==> config.mk <==
export PLATFORM = sky130hd
export DESIGN_NAME = segment_address_translate_flat
export DESIGN_NICKNAME = d
export VERILOG_FILES = /design/src/hdl/sat_pkg.sv /design/src/hdl/sat_in_if.sv /design/src/hdl/sat_out_if.sv /design/src/hdl/sat_divider.sv /design/src/hdl/segment_address_translate.sv /design/src/flat_wrapper.sv
export VERILOG_INCLUDE_DIRS = /design/src /design/src/hdl
export SDC_FILE = /design/constraint.sdc
export NUM_CORES = 1
export LEC_CHECK = 0
export BUFFER_PORTS_ARGS = -buffer_cell sky130_fd_sc_hd__clkbuf_2
export CORE_UTILIZATION = 33
export DETAILED_ROUTE_END_ITERATION = 10
export PLACE_DENSITY = 0.52
export SYNTH_ARGS = -nofsm -noshare
export SYNTH_HDL_FRONTEND = slang
export SYNTH_SLANG_ARGS = --single-unit
==> constraint.sdc <==
create_clock -name clk_i -period 11.85 [get_ports clk_i]
set_clock_uncertainty 0.1 [all_clocks]
set_input_delay 0.5925 -clock clk_i [delete_from_list [all_inputs] [get_ports clk_i]]
set_output_delay 0.5925 -clock clk_i [all_outputs]
set_load 0.01 [all_outputs]
==> src/hdl/segment_address_translate_assert.svh <==
// Assertion macros for the segment address translation block
`ifndef SEGMENT_ADDRESS_TRANSLATE_ASSERT_SVH
`define SEGMENT_ADDRESS_TRANSLATE_ASSERT_SVH

`ifndef ASSERT_OFF
// check a property on every clock edge outside reset
`define SAT_ASSERT(lbl, clk, rst_n, prop, msg) \
  lbl: assert property (@(posedge clk) disable iff (!rst_n) (prop)) else $error(msg);
// check a property on every clock edge, reset included
`define SAT_ASSERT_ALWAYS(lbl, clk, prop, msg) \
  lbl: assert property (@(posedge clk) (prop)) else $error(msg);
`else
`define SAT_ASSERT(lbl, clk, rst_n, prop, msg)
`define SAT_ASSERT_ALWAYS(lbl, clk, prop, msg)
`endif

`endif

==> src/hdl/sat_pkg.sv <==
// Types and constants shared by the segment address translation block
`default_nettype none
package sat_pkg;

  localparam int SEG_COUNT  = 16;
  localparam int SEG_IDX_W  = $clog2(SEG_COUNT);
  localparam int ADDR_W     = 32;
  localparam int SIZE_W     = 16;
  localparam int LEN_W      = 16;
  localparam int ASIZE_W    = 5;
  localparam int CNT_W      = $clog2(ADDR_W);
  localparam int PADDR_W    = 3;
  localparam int PDATA_W    = 32;

  localparam logic [SIZE_W-1:0] SEG_SIZE_RESET = SIZE_W'(64);

  localparam logic FUNC_LOAD  = 1'b0;
  localparam logic FUNC_XLATE = 1'b1;

  // register select: bit 2 of the byte address
  localparam logic REG_MAX_SEG_SIZE = 1'b0;

  typedef enum logic [1:0] {
    S_IDLE,
    S_DIV,
    S_CHECK
  } sat_state_e;

  typedef struct packed {
    logic busy;
    logic done;
  } sat_div_stat_t;

  typedef struct packed {
    logic [ADDR_W-1:0] base;
    logic [LEN_W-1:0]  length;
  } sat_entry_t;

endpackage
`default_nettype wire

==> src/hdl/sat_in_if.sv <==
// Input channel: load and translate words
`default_nettype none
interface sat_in_if;
  import sat_pkg::*;

  logic               valid;
  logic               ready;
  logic               func;
  logic [SEG_IDX_W-1:0] entry_index;
  logic [ADDR_W-1:0]  entry_base;
  logic [LEN_W-1:0]   entry_length;
  logic [ADDR_W-1:0]  logical_address;
  logic [ASIZE_W-1:0] access_size;

  modport source (
    output valid, func, entry_index, entry_base, entry_length, logical_address, access_size,
    input  ready
  );
  modport sink (
    input  valid, func, entry_index, entry_base, entry_length, logical_address, access_size,
    output ready
  );
endinterface
`default_nettype wire

==> src/hdl/sat_out_if.sv <==
// Output channel: translation result words
`default_nettype none
interface sat_out_if;
  import sat_pkg::*;

  logic              valid;
  logic              ready;
  logic [ADDR_W-1:0] physical_address;
  logic [ADDR_W-1:0] segment_number;
  logic [SIZE_W-1:0] segment_offset;
  logic              fault;

  modport source (
    output valid, physical_address, segment_number, segment_offset, fault,
    input  ready
  );
  modport sink (
    input  valid, physical_address, segment_number, segment_offset, fault,
    output ready
  );
endinterface
`default_nettype wire

==> src/hdl/sat_divider.sv <==
// Bit-serial restoring divider: one quotient bit per cycle
`default_nettype none
module sat_divider (
  input  wire logic                      clk_i,
  input  wire logic                      rst_ni,
  input  wire logic                      start_i,
  input  wire logic [sat_pkg::ADDR_W-1:0] dividend_i,
  input  wire logic [sat_pkg::SIZE_W-1:0] divisor_i,
  output sat_pkg::sat_div_stat_t          stat_o,
  output logic [sat_pkg::ADDR_W-1:0]      quotient_o,
  output logic [sat_pkg::SIZE_W-1:0]      remainder_o
);
  import sat_pkg::*;

  logic                busy_q, busy_d;
  logic                done_q, done_d;
  logic [CNT_W-1:0]    cnt_q, cnt_d;
  logic [ADDR_W-1:0]   quo_q, quo_d;
  logic [SIZE_W-1:0]   rem_q, rem_d;
  logic [SIZE_W:0]     trial;
  logic [SIZE_W:0]     diff;
  logic                qbit;

  always_comb begin
    trial  = {rem_q, quo_q[ADDR_W-1]};
    diff   = trial - {1'b0, divisor_i};
    qbit   = (trial >= {1'b0, divisor_i});
    busy_d = busy_q;
    done_d = 1'b0;
    cnt_d  = cnt_q;
    quo_d  = quo_q;
    rem_d  = rem_q;
    if (start_i) begin
      busy_d = 1'b1;
      cnt_d  = '0;
      quo_d  = dividend_i;
      rem_d  = '0;
    end else if (busy_q) begin
      quo_d = {quo_q[ADDR_W-2:0], qbit};
      rem_d = qbit ? diff[SIZE_W-1:0] : trial[SIZE_W-1:0];
      cnt_d = cnt_q + CNT_W'(1);
      if (cnt_q == CNT_W'(ADDR_W - 1)) begin
        busy_d = 1'b0;
        done_d = 1'b1;
      end
    end
  end

  always_ff @(posedge clk_i or negedge rst_ni) begin
    if (!rst_ni) begin
      busy_q <= 1'b0;
      done_q <= 1'b0;
      cnt_q  <= '0;
    end else begin
      busy_q <= busy_d;
      done_q <= done_d;
      cnt_q  <= cnt_d;
    end
  end

  always_ff @(posedge clk_i) begin
    quo_q <= quo_d;
    rem_q <= rem_d;
  end

  assign stat_o.busy = busy_q;
  assign stat_o.done = done_q;
  assign quotient_o  = quo_q;
  assign remainder_o = rem_q;

endmodule
`default_nettype wire

==> src/hdl/segment_address_translate.sv <==
// Top level of the segment address translation block
//
// A load word writes one segment table entry in the cycle it is accepted and
// gives no result. A translate word goes through the bit-serial divider that
// splits the logical address by max_segment_size, then the registered table
// read and the limit check, and is loaded as a result once the output
// register is free. The result sits in an output register, so the next word
// is taken while the previous result waits. max_segment_size lives at byte
// address 0 of the APB port and resets to 64.
`default_nettype none
`include "segment_address_translate_assert.svh"
module segment_address_translate (
  input  wire logic                        clk_i,
  input  wire logic                        rst_ni,
  sat_in_if.sink                           in_i,
  sat_out_if.source                        out_o,
  input  wire logic                        psel,
  input  wire logic                        penable,
  input  wire logic                        pwrite,
  input  wire logic [sat_pkg::PADDR_W-1:0] paddr,
  input  wire logic [sat_pkg::PDATA_W-1:0] pwdata,
  output logic [sat_pkg::PDATA_W-1:0]      prdata,
  output logic                             pready
);
  import sat_pkg::*;

  sat_state_e           state_q, state_d;
  logic [SIZE_W-1:0]    seg_size_q;
  logic [SEG_COUNT-1:0] valid_q;
  sat_entry_t           table_mem [SEG_COUNT];
  sat_entry_t           rd_entry_q;
  logic [ASIZE_W-1:0]   asize_q;

  logic                 out_valid_q, out_valid_d;
  logic [ADDR_W-1:0]    phys_q;
  logic [ADDR_W-1:0]    segno_q;
  logic [SIZE_W-1:0]    offs_q;
  logic                 fault_q;

  logic                 in_acc;
  logic                 load_acc;
  logic                 xlate_acc;
  logic                 out_acc;
  logic                 out_load;
  logic                 cfg_wr;

  sat_div_stat_t        div_stat;
  logic [ADDR_W-1:0]    quo;
  logic [SIZE_W-1:0]    rem;

  logic                 fault_d;
  logic [ADDR_W-1:0]    phys_d;
  logic [ADDR_W-1:0]    segno_d;
  logic [SIZE_W-1:0]    offs_d;
  logic [SIZE_W:0]      end_sum;

  assign in_acc    = in_i.valid && in_i.ready;
  assign load_acc  = in_acc && (in_i.func == FUNC_LOAD);
  assign xlate_acc = in_acc && (in_i.func == FUNC_XLATE);
  assign out_acc   = out_o.valid && out_o.ready;

  // config port
  assign pready = 1'b1;
  assign cfg_wr = psel && penable && pwrite && pready && (paddr[2] == REG_MAX_SEG_SIZE);
  assign prdata = (paddr[2] == REG_MAX_SEG_SIZE) ? PDATA_W'(seg_size_q) : '0;

  always_ff @(posedge clk_i or negedge rst_ni) begin
    if (!rst_ni) begin
      seg_size_q <= SEG_SIZE_RESET;
    end else if (cfg_wr) begin
      seg_size_q <= pwdata[SIZE_W-1:0];
    end
  end

  sat_divider u_div (
    .clk_i       (clk_i),
    .rst_ni      (rst_ni),
    .start_i     (xlate_acc),
    .dividend_i  (in_i.logical_address),
    .divisor_i   (seg_size_q),
    .stat_o      (div_stat),
    .quotient_o  (quo),
    .remainder_o (rem)
  );

  // segment table
  always_ff @(posedge clk_i) begin
    if (load_acc) begin
      table_mem[in_i.entry_index] <= '{base: in_i.entry_base, length: in_i.entry_length};
    end
    if (div_stat.done) begin
      rd_entry_q <= table_mem[quo[SEG_IDX_W-1:0]];
    end
    if (xlate_acc) begin
      asize_q <= in_i.access_size;
    end
  end

  always_ff @(posedge clk_i or negedge rst_ni) begin
    if (!rst_ni) begin
      valid_q <= '0;
    end else if (load_acc) begin
      valid_q[in_i.entry_index] <= 1'b1;
    end
  end

  // limit check
  always_comb begin
    end_sum = {1'b0, rem} + (SIZE_W + 1)'(asize_q);
    segno_d = quo;
    offs_d  = rem;
    fault_d = 1'b0;
    if (seg_size_q == '0) begin
      segno_d = '1;
      offs_d  = '0;
      fault_d = 1'b1;
    end else if (quo >= ADDR_W'(SEG_COUNT) || !valid_q[quo[SEG_IDX_W-1:0]]) begin
      fault_d = 1'b1;
    end else if (end_sum > {1'b0, rd_entry_q.length}) begin
      fault_d = 1'b1;
    end
    phys_d = fault_d ? '0 : rd_entry_q.base + ADDR_W'(rem);
  end

  // control
  always_comb begin
    state_d     = state_q;
    in_i.ready  = 1'b0;
    out_load    = 1'b0;
    out_valid_d = out_valid_q && !out_acc;
    case (state_q)
      S_IDLE: begin
        in_i.ready = 1'b1;
        if (xlate_acc) begin
          state_d = S_DIV;
        end
      end
      S_DIV: begin
        if (div_stat.done) begin
          state_d = S_CHECK;
        end
      end
      S_CHECK: begin
        if (!out_valid_q || out_acc) begin
          out_load    = 1'b1;
          out_valid_d = 1'b1;
          state_d     = S_IDLE;
        end
      end
      default: begin
        state_d = S_IDLE;
      end
    endcase
  end

  always_ff @(posedge clk_i or negedge rst_ni) begin
    if (!rst_ni) begin
      state_q     <= S_IDLE;
      out_valid_q <= 1'b0;
    end else begin
      state_q     <= state_d;
      out_valid_q <= out_valid_d;
    end
  end

  always_ff @(posedge clk_i) begin
    if (out_load) begin
      phys_q  <= phys_d;
      segno_q <= segno_d;
      offs_q  <= offs_d;
      fault_q <= fault_d;
    end
  end

  assign out_o.valid            = out_valid_q;
  assign out_o.physical_address = phys_q;
  assign out_o.segment_number   = segno_q;
  assign out_o.segment_offset   = offs_q;
  assign out_o.fault            = fault_q;

  `SAT_ASSERT(a_idle_div_free, clk_i, rst_ni, in_i.ready |-> !div_stat.busy, "input taken while dividing")
  `SAT_ASSERT(a_done_to_check, clk_i, rst_ni, div_stat.done |=> state_q == S_CHECK, "divider done lost")
  `SAT_ASSERT(a_zero_size_fault, clk_i, rst_ni, (out_load && seg_size_q == '0) |=> (out_o.fault && out_o.physical_address == '0), "zero segment size must fault")
  `SAT_ASSERT(a_pass_in_table, clk_i, rst_ni, (out_load && !fault_d) |-> (quo < ADDR_W'(SEG_COUNT) && valid_q[quo[SEG_IDX_W-1:0]]), "translation passed on a bad segment")

endmodule
`default_nettype wire
==> src/flat_wrapper.sv <==
// flat-port wrapper written by rule: the top's interface ports become plain ports
module segment_address_translate_flat import sat_pkg::*;
  (clk_i, rst_ni, psel, penable, pwrite, paddr, pwdata, prdata, pready, in_i_valid, in_i_func, in_i_entry_index, in_i_entry_base, in_i_entry_length, in_i_logical_address, in_i_access_size, in_i_ready, out_o_valid, out_o_physical_address, out_o_segment_number, out_o_segment_offset, out_o_fault, out_o_ready);
  sat_in_if in_i_i ();
  sat_out_if out_o_i ();
  input  wire logic clk_i;
  input  wire logic rst_ni;
  input  wire logic psel;
  input  wire logic penable;
  input  wire logic pwrite;
  input  wire logic [sat_pkg::PADDR_W-1:0] paddr;
  input  wire logic [sat_pkg::PDATA_W-1:0] pwdata;
  output logic [sat_pkg::PDATA_W-1:0] prdata;
  output logic pready;
  input wire logic [$bits(in_i_i.valid)-1:0] in_i_valid;
  input wire logic [$bits(in_i_i.func)-1:0] in_i_func;
  input wire logic [$bits(in_i_i.entry_index)-1:0] in_i_entry_index;
  input wire logic [$bits(in_i_i.entry_base)-1:0] in_i_entry_base;
  input wire logic [$bits(in_i_i.entry_length)-1:0] in_i_entry_length;
  input wire logic [$bits(in_i_i.logical_address)-1:0] in_i_logical_address;
  input wire logic [$bits(in_i_i.access_size)-1:0] in_i_access_size;
  output wire logic [$bits(in_i_i.ready)-1:0] in_i_ready;
  output wire logic [$bits(out_o_i.valid)-1:0] out_o_valid;
  output wire logic [$bits(out_o_i.physical_address)-1:0] out_o_physical_address;
  output wire logic [$bits(out_o_i.segment_number)-1:0] out_o_segment_number;
  output wire logic [$bits(out_o_i.segment_offset)-1:0] out_o_segment_offset;
  output wire logic [$bits(out_o_i.fault)-1:0] out_o_fault;
  input wire logic [$bits(out_o_i.ready)-1:0] out_o_ready;
  assign in_i_i.valid = in_i_valid;
  assign in_i_i.func = in_i_func;
  assign in_i_i.entry_index = in_i_entry_index;
  assign in_i_i.entry_base = in_i_entry_base;
  assign in_i_i.entry_length = in_i_entry_length;
  assign in_i_i.logical_address = in_i_logical_address;
  assign in_i_i.access_size = in_i_access_size;
  assign in_i_ready = in_i_i.ready;
  assign out_o_valid = out_o_i.valid;
  assign out_o_physical_address = out_o_i.physical_address;
  assign out_o_segment_number = out_o_i.segment_number;
  assign out_o_segment_offset = out_o_i.segment_offset;
  assign out_o_fault = out_o_i.fault;
  assign out_o_i.ready = out_o_ready;
  segment_address_translate u_core (.clk_i(clk_i), .rst_ni(rst_ni), .in_i(in_i_i), .out_o(out_o_i), .psel(psel), .penable(penable), .pwrite(pwrite), .paddr(paddr), .pwdata(pwdata), .prdata(prdata), .pready(pready));
endmodule
Word level (Yosys, flattened, before mapping)

Memories as Yosys holds them, arrays and structs flattened. A register that Yosys moved wholly into a read port is not among the register bits.
Index checks and enable logic that the tools add are counted.

Bits in writable memories: 768
Register bits after elaboration: 176
Input port bits: 132
Logic and storage cells: 82
Memories: 1

Magnitude comparators: 6
Reductions and logical operators: 18
Multiplexer cells: 30
Equal/unequal tests: 6
Bitwise operators: 3
Add/sub/neg operators: 4

Memories:

| name             | depth | bits a word | rd ports | clocked after memory_dff | wr ports | RTL line                        | text |
|---|---|---|---|---|---|---|---|
| u_core.table_mem | 16    | 48          | 1        | 1                        | 1        | segment_address_translate.sv:30 | `sat_entry_t table_mem [SEG_COUNT];` |

Operators by type and width:

| cell                  | number |
|---|---|
| $mux W32              | 2 |
| $add A32 B16 Y32      | 1 |
| $ge A32 B5 Y1 const B | 1 |
| $mux W16              | 2 |
| $mux W1               | 18 |
| $add A16 B5 Y17       | 1 |
| $ge A17 B16 Y1        | 1 |
| $gt A17 B16 Y1        | 1 |
| $logic_not A16 Y1     | 1 |
| $or A16 B16 Y16       | 1 |
| $sub A16 B16 Y16      | 1 |
| $lt A4 B5 Y1 const B  | 2 |
| $mux W5               | 2 |
| $logic_and A1 B1 Y1   | 9 |
| $mux W2               | 3 |
| $pmux W2 S3           | 1 |
| $add A5 B1 Y5 const B | 1 |
| $eq A5 B5 Y1 const B  | 1 |
| $bmux W1 S4           | 1 |
| $demux W1 S4          | 1 |
| $ge A4 B1 Y1 const B  | 1 |
| $ne A2 B2 Y1 const B  | 2 |
| $logic_not A1 Y1      | 3 |
| $reduce_and A3 Y1     | 1 |
| 7 further kinds       | 9 |

Logic depth before layout (Yosys ltp)

Gate-level depths: netlist of run 1.

Depth after elaboration: 6
Mapped depth: 19
Depth with buffers taken out: 18

Cells and area by module

From an unflattened synthesis of run 1, not the netlist that was laid out.

Cell total of the unflattened synthesis: 2104
Area, all modules: 40655.2 um2

Modules (own cells, without submodules):

| module                    | instances | cells an instance | seq. area each (um2) | area an instance (um2) |
|---|---|---|---|---|
| segment_address_translate | 1         | 1767              | 27963.1              | 37223.2 |
| sat_divider               | 1         | 337               | 1456.4               | 3432.0 |

Worst setup path after synthesis of run 1

No wires, ideal clock.

Path type: register to register
Start: reg u_core.state_q[0]
End: mem u_core.table_mem[0][0] (netlist bit), enable pin
Buffers on the path: 0
Data required time: 11235 ps
Cell stages (with the launch flop): 6
Setup slack: 6887 ps
Period minus slack after synthesis: 4963 ps
Data arrival time: 4348 ps
Cells stage by stage: dfrtp_1 > nor2_1 > nand2_1 > nor3_1 > nand2b_1 > nor3_1

Longest elaborated chain between the ends: 6

Ends and longest elaborated chain:

| element                       | RTL line                         | text |
|---|---|---|
| start, declared               | segment_address_translate.sv:27  | `sat_state_e state_q, state_d;` |
| start signal, assigned        | segment_address_translate.sv:161 | `state_q <= state_d;` |
| $logic_not A2 Y1              | segment_address_translate.sv:131 | `case (state_q)` |
| $mux W1                       | segment_address_translate.sv:131 |  |
| via in_i_ready                | flat_wrapper.sv:22               | `output wire logic [$bits(in_i_i.ready)-1:0] in_i_ready;` |
| $logic_and A1 B1 Y1           | segment_address_translate.sv:57  | `assign in_acc = in_i.valid && in_i.ready;` |
| $logic_and A1 B1 Y1           | segment_address_translate.sv:58  | `assign load_acc = in_acc && (in_i.func == FUNC_LOAD);` |
| $mux W1                       | segment_address_translate.sv:88  | `if (load_acc) begin` |
| $mux W1 (not written as such) | segment_address_translate.sv:89  | `table_mem[in_i.entry_index] <= '{base: in_i.entry_base, length: in_i.entry_length};` |
| end, declared                 | segment_address_translate.sv:30  |  |

The timed path passes the listed nets, and every way through them passes these cells.

Worst setup path after layout of run 1

Start: reg u_core.u_div.rem_q[1] (netlist: u_core.u_div.remainder_o[1])
End: reg u_core.phys_q[4] (netlist: u_core.out_o.physical_address[4]), data pin

Longest elaborated chain between the ends: 5
Elaborated cells between the ends (all ways): 6

Ends and longest elaborated chain:

| element                | RTL line                         | text |
|---|---|---|
| start, declared        | sat_divider.sv:19                | `logic [SIZE_W-1:0] rem_q, rem_d;` |
| start signal, assigned | sat_divider.sv:63                | `rem_q <= rem_d;` |
| $add A16 B5 Y17        | segment_address_translate.sv:109 | `end_sum = {1'b0, rem} + (SIZE_W + 1)'(asize_q);` |
| $gt A17 B16 Y1         | segment_address_translate.sv:119 | `end else if (end_sum > {1'b0, rd_entry_q.length}) begin` |
| $mux W1                | segment_address_translate.sv:119 |  |
| $mux W1                | segment_address_translate.sv:117 | `end else if (quo >= ADDR_W'(SEG_COUNT) \|\| !valid_q[quo[SEG_IDX_W-1:0]]) begin` |
| $mux W1                | segment_address_translate.sv:113 | `if (seg_size_q == '0) begin` |
| end signal, assigned   | segment_address_translate.sv:168 | `phys_q <= phys_d;` |
| end, declared          | segment_address_translate.sv:35  | `logic [ADDR_W-1:0] phys_q;` |

Parallel ways exist; a longest one is shown, timed or not.
A chain may end at the register's enable or synchronous reset.

==> results.yml, run 1 <==
logic_synthesis:
  yosys.area_share.simple_pct: 4.97
  syn_inst: 2088
  yosys-mux-area-fraction_pct: 14.6
  synth_xor_area_share_pct: 1.09
  netlist-cell-type-count: 76
  yosysSeqAreaShare_pct: 73.3
  synth_compound_area_share_pct: 2.27
  synthArstFlopShare_pct: 4.23
  synth-seq-cells: 992
  synth_top_family_by_area: "multiplexers"
  yosys_most_used_dff: "edfxtp_1"
  syn_area_per_cell_um2: 19.2
  synthesis.area_um2: 40100
  synth_edf_count: 934
  synth-adder-area-share_pct: 1.87
  yosys_warnings: 0
setup_path:
  setup.worst_path.start: "u_core.u_div.remainder_o[1]"
  r2r_slack_ns: 7.11
  required_ns: 12.18
  worstPathCellList: "inv_1 > fa_1 > nor2b_1 > o21ai_1 > a21boi_1 > or2_1 > nor2b_1 > nand3_1 > xnor2_1 > ha_1 > nand4_1 > nor4_1 > a211oi_1 > a21oi_1 > a311o_2 > and3b_1"
  crit_buf_inv: 1
  crit_type: "reg -> reg"
  reg2reg_from: "u_core.u_div.remainder_o[1]"
  cp.depth: 16
  crit_arrival_ns: 5.06
  crit_end: "u_core.out_o.physical_address[4]"
  path_common_cell: "nor2b_1"
  reg2reg_depth: 16
  cp_slowest_cell: "a311o_2"
  r2r-end: "u_core.out_o.physical_address[4]"
  critPathLaunchType: "flip-flop"
  crit_fanout: 33
  max_stage_delay_ns: 0.65
  crit_family: "simple AND/OR/NAND/NOR gates"
  cp-end-kind: "flip-flop"
power_and_ir_drop:
  p_leak_nw: 15.7
  peakVddDrop_mv: 0.168
  totalPowerFinal_mw: 10.5
  power_density_nw_per_um2: 226
detailed_routing:
  antenna_left: 0
  drtPass1Iterations: 5
  met1_length_mm: 43.9
  num_vias: 20300
  dr_wl_met3_mm: 5.46
  route.met2.wl_mm: 48.4
  routed.top_layer: "met5"
  drt_iter0_markers: 1579
  route.detailed.drc: 0
  wl_per_cell_um: 24.7
  wl_mm: 100
  viasPerCell: 5.01
global_route:
  grt_max_degree: 140
  grt_usage_pct: 16.3
  antenna_found_initial: 15
  grt_pass1_wl_mm: 145
  grt_pass1_vias: 21200
  grt_remaining_overflow: 0
place:
  hpwlAfterDp_mm: 57.0
  dpl_cell_area_um2: 43100
  globalplace.congestion: 0.856
  io_buffers: 212
  placed_cells: 3862
  dp_slack_ns: 7.15
finish:
  design_area_um2: 46600
  multi_input_area_um2: 10100
  instances_no_fill: 4057
  areaGrowthSynthToFinish_pct: 16.2
  register_area_um2: 29400
  fill_cells: 10900
  final_nets: 2547
  drive_above_1_share_pct: 29.5
sta:
  drv_slew: 0
  finalSetupTns_ns: 0
  finalCritPeriodShare_pct: 40.0
  max-slew-margin-rel_pct: 24.2
  worst_pin_slew_ns: 1.14
  setup_slack_ns: 7.11
  finalHoldViolations: 0
  setup_violations: 0
  fmax_ghz: 0.211
  fin_crit_ns: 4.74
  rsz0062_at_grt: "no"
clock_network:
  cts_tree: "built"
  clockBufferDepth: 3
  htree_levels: 3
  cts_buffers: 104
  worstSkewPairLatency_ns: 0.68
  post_cts_buffers: 0
  clockRootBuffer: "clkbuf_16"
  cts_sinks: 992
  clkSlewWorstSetupHoldPaths_ns: 0.06
floorplanning:
  die_w_um: 351
  num_io_pins: 248
  start_util_pct: 33.3
  die_y_um: 351
  core-area_um2: 120000
  std_cell_rows: 127
  dieArea_um2: 123000
job:
  maxCapViolations: 0
status:
  status: "complete, no violations"
min_path:
  hold_class: "in -> async"
[synthesized netlist by cell type, types with 16 or more instances]
| library cell | number | area (µm²) |
|---|---|---|
| buf_4 | 20 | 150 |
| mux4_2 | 244 | 5500 |
| nand2_1 | 142 | 533 |
| and2_1 | 18 | 113 |
| inv_1 | 54 | 203 |
| edfxtp_1 | 934 | 28000 |
| mux2_2 | 16 | 180 |
| o21ai_0 | 41 | 205 |
| dfrtp_1 | 41 | 1030 |
| or2_2 | 18 | 113 |
| clkbuf_1 | 48 | 180 |
| a21oi_1 | 39 | 195 |
| mux2i_1 | 16 | 160 |
| nor3_1 | 17 | 85.1 |
| nor2_1 | 91 | 342 |
| dfxtp_1 | 16 | 320 |
| xnor2_1 | 31 | 272 |
| nand2b_1 | 44 | 275 |
| buf_2 | 26 | 130 |
| xor2_1 | 19 | 166 |
| ha_1 | 55 | 688 |
[cell type report]
class,count,share of cell area [%]
diodes,2,0.0107
clock buffers,142,6.36
clock inverters,50,1.04
inverters,55,0.443
multi-input cells,953,21.7
flip-flops and latches,992,63.1
well taps,1612,4.33
repair buffers,251,2.96
[where the power goes]
part	leakage (nW)	internal, mW	switching [mW]	total (mW)
combinational	5.00	1.40	1.57	2.97
sequential	9.04	4.11	0.181	4.29
clock	1.70	1.94	1.33	3.27
[flip-flops by register name, summed over array words and instances (netlist names), 2 cells and up]
name / flops
u_core.asize_q: 5
u_core.out_o.physical_address: 32
u_core.out_o.segment_number: 32
u_core.out_o.segment_offset: 16
u_core.rd_entry_q: 48
u_core.seg_size_q: 16
u_core.state_q: 2
u_core.table_mem: 768
u_core.u_div.cnt_q: 5
u_core.u_div.quotient_o: 32
u_core.u_div.remainder_o: 16
u_core.valid_q: 16
[how the worst min path moves through the flow]
stage,from,end,cells past startpoint
floorplan,rst_ni,u_core.out_o.valid,0
global placement,u_core.valid_q[13],u_core.valid_q[13],1
detailed placement,u_core.valid_q[7],u_core.valid_q[7],1
CTS,in_i_access_size[1],u_core.asize_q[1],1
global route,in_i_access_size[1],u_core.asize_q[1],1
finish,rst_ni,u_core.seg_size_q[8],1
[layer usage]
layer | GRT usage (%) | vias up
li1 | - | 8840
met1 | 21.9 | 10800
met2 | 26.8 | 573
met3 | 3.11 | 142
met4 | 4.63 | 20
met5 | 0 | -
[placed cells by master (no fill, tap or decap), types with 8 or more instances in the layout]
cell type,count
mux2_2,16
or2_2,18
nand2_1,142
a21oi_1,39
xnor2_1,31
and3_1,9
nand3_1,14
and2_1,18
nor4_1,11
clkbuf_8,9
buf_4,36
xor2_1,19
nand4_1,13
mux4_2,244
nor2_4,12
ha_1,55
clkbuf_1,23
clkinv_2,19
clkbuf_16,110
o21ai_0,41
clkinv_1,15
edfxtp_1,934
clkbuf_2,212
bufinv_16,9
mux2i_1,16
conb_1,17
inv_1,54
dfxtp_1,16
nand2b_1,44
nor3_1,13
dfrtp_1,40
nor2_1,79
nor2b_1,10
nor3_2,8
[per-stage QoR]
stage / utilization [%] / hold slack [ns]
after floorplan: - / 0.197
after global placement: 35.9 / 0.346
after detailed placement: 35.9 / 0.349
after CTS: 38.7 / 0.000608
after global routing: 38.7 / 0.0180
final: 38.7 / 0.0366
[what timing repair did]
action	in CTS	in global routing
hold buffers	1	0
hold endpoints to repair	1	0
gates resized for setup	0	0
[cells by family (layout without fill, tap and decap cells)]
| kind of cell | after synthesis | after routing |
|---|---|---|
| flops | 992 | 992 |
| simple gates | 412 | 412 |
| mux | 277 | 277 |
| buf+inv | 158 | 498 |
| compound gates | 139 | 139 |
| fa+ha+maj | 58 | 58 |
| xor+xnor | 50 | 50 |
| other cells | 2 | 19 |
(Power assumes the default switching activity.)
==> inputs of run 2 (changes only) <==
--- a/config.mk
+++ b/config.mk
@@ -9,7 +9,7 @@
 export BUFFER_PORTS_ARGS = -buffer_cell sky130_fd_sc_hd__clkbuf_2
 export CORE_UTILIZATION = 33
 export DETAILED_ROUTE_END_ITERATION = 10
-export PLACE_DENSITY = 0.52
+export PLACE_DENSITY = 0.53
 export SYNTH_ARGS = -nofsm -noshare
 export SYNTH_HDL_FRONTEND = slang
 export SYNTH_SLANG_ARGS = --single-unit
==> constraint.sdc (replaced) <==
create_clock -name clk_i -period 4.2 [get_ports clk_i]
set_clock_uncertainty 0.1 [all_clocks]
set_input_delay 0.21 -clock clk_i [delete_from_list [all_inputs] [get_ports clk_i]]
set_output_delay 0.21 -clock clk_i [all_outputs]
set_load 0.01 [all_outputs]
==> run 2 against run 1 <==
Core utilization rose by 1.4 points. Sequential cell count did not move. Fmax rose by 21%. Combinational power rose to 3.0 times the previous value. Cell area rose by 3.5%. Sequential share of layout area fell by 2.1 points. First-iteration DRC count fell by 7.2%. Critical endpoint unchanged. Largest cell class unchanged.
==> results.yml, run 2 (same netlist as run 1, synthesis figures left out) <==
status:
  status: "complete, no violations"
clock_network:
  cts_sinks: 992
  post_cts_buffers: 0
  clockRootBuffer: "clkbuf_16"
  clockBufferDepth: 3
  cts_buffers: 103
  htree_levels: 3
  clkSlewWorstSetupHoldPaths_ns: 0.06
  cts_tree: "built"
  worstSkewPairLatency_ns: 0.68
sta:
  finalSetupTns_ns: 0
  setup_violations: 0
  finalCritPeriodShare_pct: 92.9
  drv_slew: 0
  fmax_ghz: 0.256
  max-slew-margin-rel_pct: 22.1
  finalHoldViolations: 0
  rsz0062_at_grt: "no"
  worst_pin_slew_ns: 1.17
  fin_crit_ns: 3.90
finish:
  drive_above_1_share_pct: 28.6
  final_nets: 2684
  register_area_um2: 29400
  instances_no_fill: 4194
  multi_input_area_um2: 10200
  fill_cells: 10800
  largest_reg_flops: 768
  largestRegisters: "u_core.table_mem x768, u_core.rd_entry_q x48"
  design_area_um2: 48200
  layout_common_cells: "edfxtp_1 (934), mux4_2 (244), clkbuf_2 (212), nand2_1 (142), dlygate4sd3_1 (112)"
  regMostFlops: "u_core.table_mem"
  areaGrowthSynthToFinish_pct: 20.3
  layout_commonest_cell: "edfxtp_1"
  final_util_pct: 40.1
detailed_routing:
  viasPerCell: 4.99
  num_vias: 20900
  wl_mm: 101
  route.detailed.drc: 0
  wl_per_cell_um: 24.2
  antenna_left: 0
  drtPass1Iterations: 5
  drt_iter0_markers: 1466
setup_path:
  crit_arrival_ns: 4.34
  cp-end-kind: "flip-flop"
  crit_fanout: 22
  required_ns: 4.64
  reg2reg_depth: 19
  critPathLaunchType: "flip-flop"
  crit_type: "reg -> reg"
min_path:
  hold_class: "in -> reg"
  holdPathStages: 4
power_and_ir_drop:
  peakVddDrop_mv: 0.340
  p_leak_nw: 16.4
  power_density_nw_per_um2: 624
  totalPowerFinal_mw: 30.1
global_route:
  grt_remaining_overflow: 0
  grt_pass1_wl_mm: 147
  grt_pass1_vias: 21900
  grt_max_degree: 86
  antenna_found_initial: 13
  grt_usage_pct: 16.5
floorplanning:
  start_util_pct: 33.3
  dieArea_um2: 123000
  std_cell_rows: 127
  num_io_pins: 248
  core-area_um2: 120000
  die_y_um: 351
  die_w_um: 351
place:
  dpl_cell_area_um2: 43700
  placed_cells: 3889
  hpwlAfterDp_mm: 60.0
  globalplace.congestion: 0.867
  io_buffers: 212
job:
  maxCapViolations: 0
run 2: cell count changes in the layout (fill, tap and decap cells not counted), moves of 5 or more:
cell | previous run | this run
dlygate4sd3_1 | 1 | 112
clkinv_2 | 19 | 11
clkinv_1 | 15 | 24
clkbuf_16 | 110 | 105
buf_12 | 2 | 27
clkbuf_8 | 9 | 0
run 2: per-stage QoR:
| stage | hold slack [ns] | setup slack (ns) |
|---|---|---|
| after floorplan | -0.186 | 0.489 |
| after global placement | 0.210 | 0.120 |
| after detailed placement | 0.224 | 0.0989 |
| after CTS | 0.000761 | 0.0553 |
| after global routing | 0.0814 | 0.00371 |
| final | 0.0316 | 0.300 |
run 2: timing repair:
action | in CTS | in global routing
setup endpoints to repair | 0 | 33
hold buffers | 112 | 0
hold endpoints to repair | 866 | 0
gates resized for setup | 0 | 6
run 2: critical path, cell delays in order, from the launching register on:
cell      delay (ns)
dfxtp_1         0.34
ha_1            0.18
inv_1           0.05
fa_1            0.41
nor2b_1         0.13
o21ai_1         0.08
a21boi_1        0.18
or2_1           0.18
nor2b_4         0.19
nand2_1         0.08
xnor2_1         0.14
ha_1            0.29
nand3_1         0.17
nand2b_1        0.14
a31oi_1         0.08
a211oi_1        0.17
a21oi_1         0.06
a311o_2         0.41
buf_12          0.17
and3b_1         0.20
run 2: final timing paths:
check                           slack, ns                          endpoint                   startpoint
worst max-delay path                 0.30  u_core.out_o.physical_address[4]  u_core.u_div.remainder_o[0]
worst min-delay path                 0.03       u_core.u_div.quotient_o[11]                   in_i_valid
worst max register to register       0.30  u_core.out_o.physical_address[4]  u_core.u_div.remainder_o[0]
worst min register to register       0.37                 u_core.valid_q[1]            u_core.valid_q[1]
max in group asynchronous            3.51               u_core.u_div.done_q                       rst_ni
min in group asynchronous            0.06              u_core.seg_size_q[2]                       rst_ni
run 2: where the power goes:
part / leakage (nW) / internal, mW / switching (mW) / total, mW
clock network: 1.64 / 5.39 / 3.76 / 9.15
registers: 9.04 / 11.6 / 0.457 / 12.0
logic: 5.70 / 4.26 / 4.64 / 8.90
run 2: cell type report:
type / instances / share of cell area [%]
Antenna cell: 2 / 0.0104
Clock buffer: 130 / 5.64
Clock inverter: 61 / 1.43
Inverter: 55 / 0.428
Multi-Input combinational cell: 953 / 21.1
Sequential cell: 992 / 61.0
Tap cell: 1612 / 4.18
Timing Repair Buffer: 389 / 6.23
run 2: metal layers:
| layer | global-route usage [%] | wire (µm) | vias up | part of all wire, % |
|---|---|---|---|---|
| met4 | 5.06 | 2370 | 16 | 2.3 |
| met5 | 0 | 94 | - | 0.093 |
| met2 | 27.5 | 49400 | 600 | 49 |
| met3 | 3.35 | 5780 | 150 | 5.7 |
| met1 | 21.8 | 43800 | 11000 | 43 |
| li1 | - | - | 9131 | - |
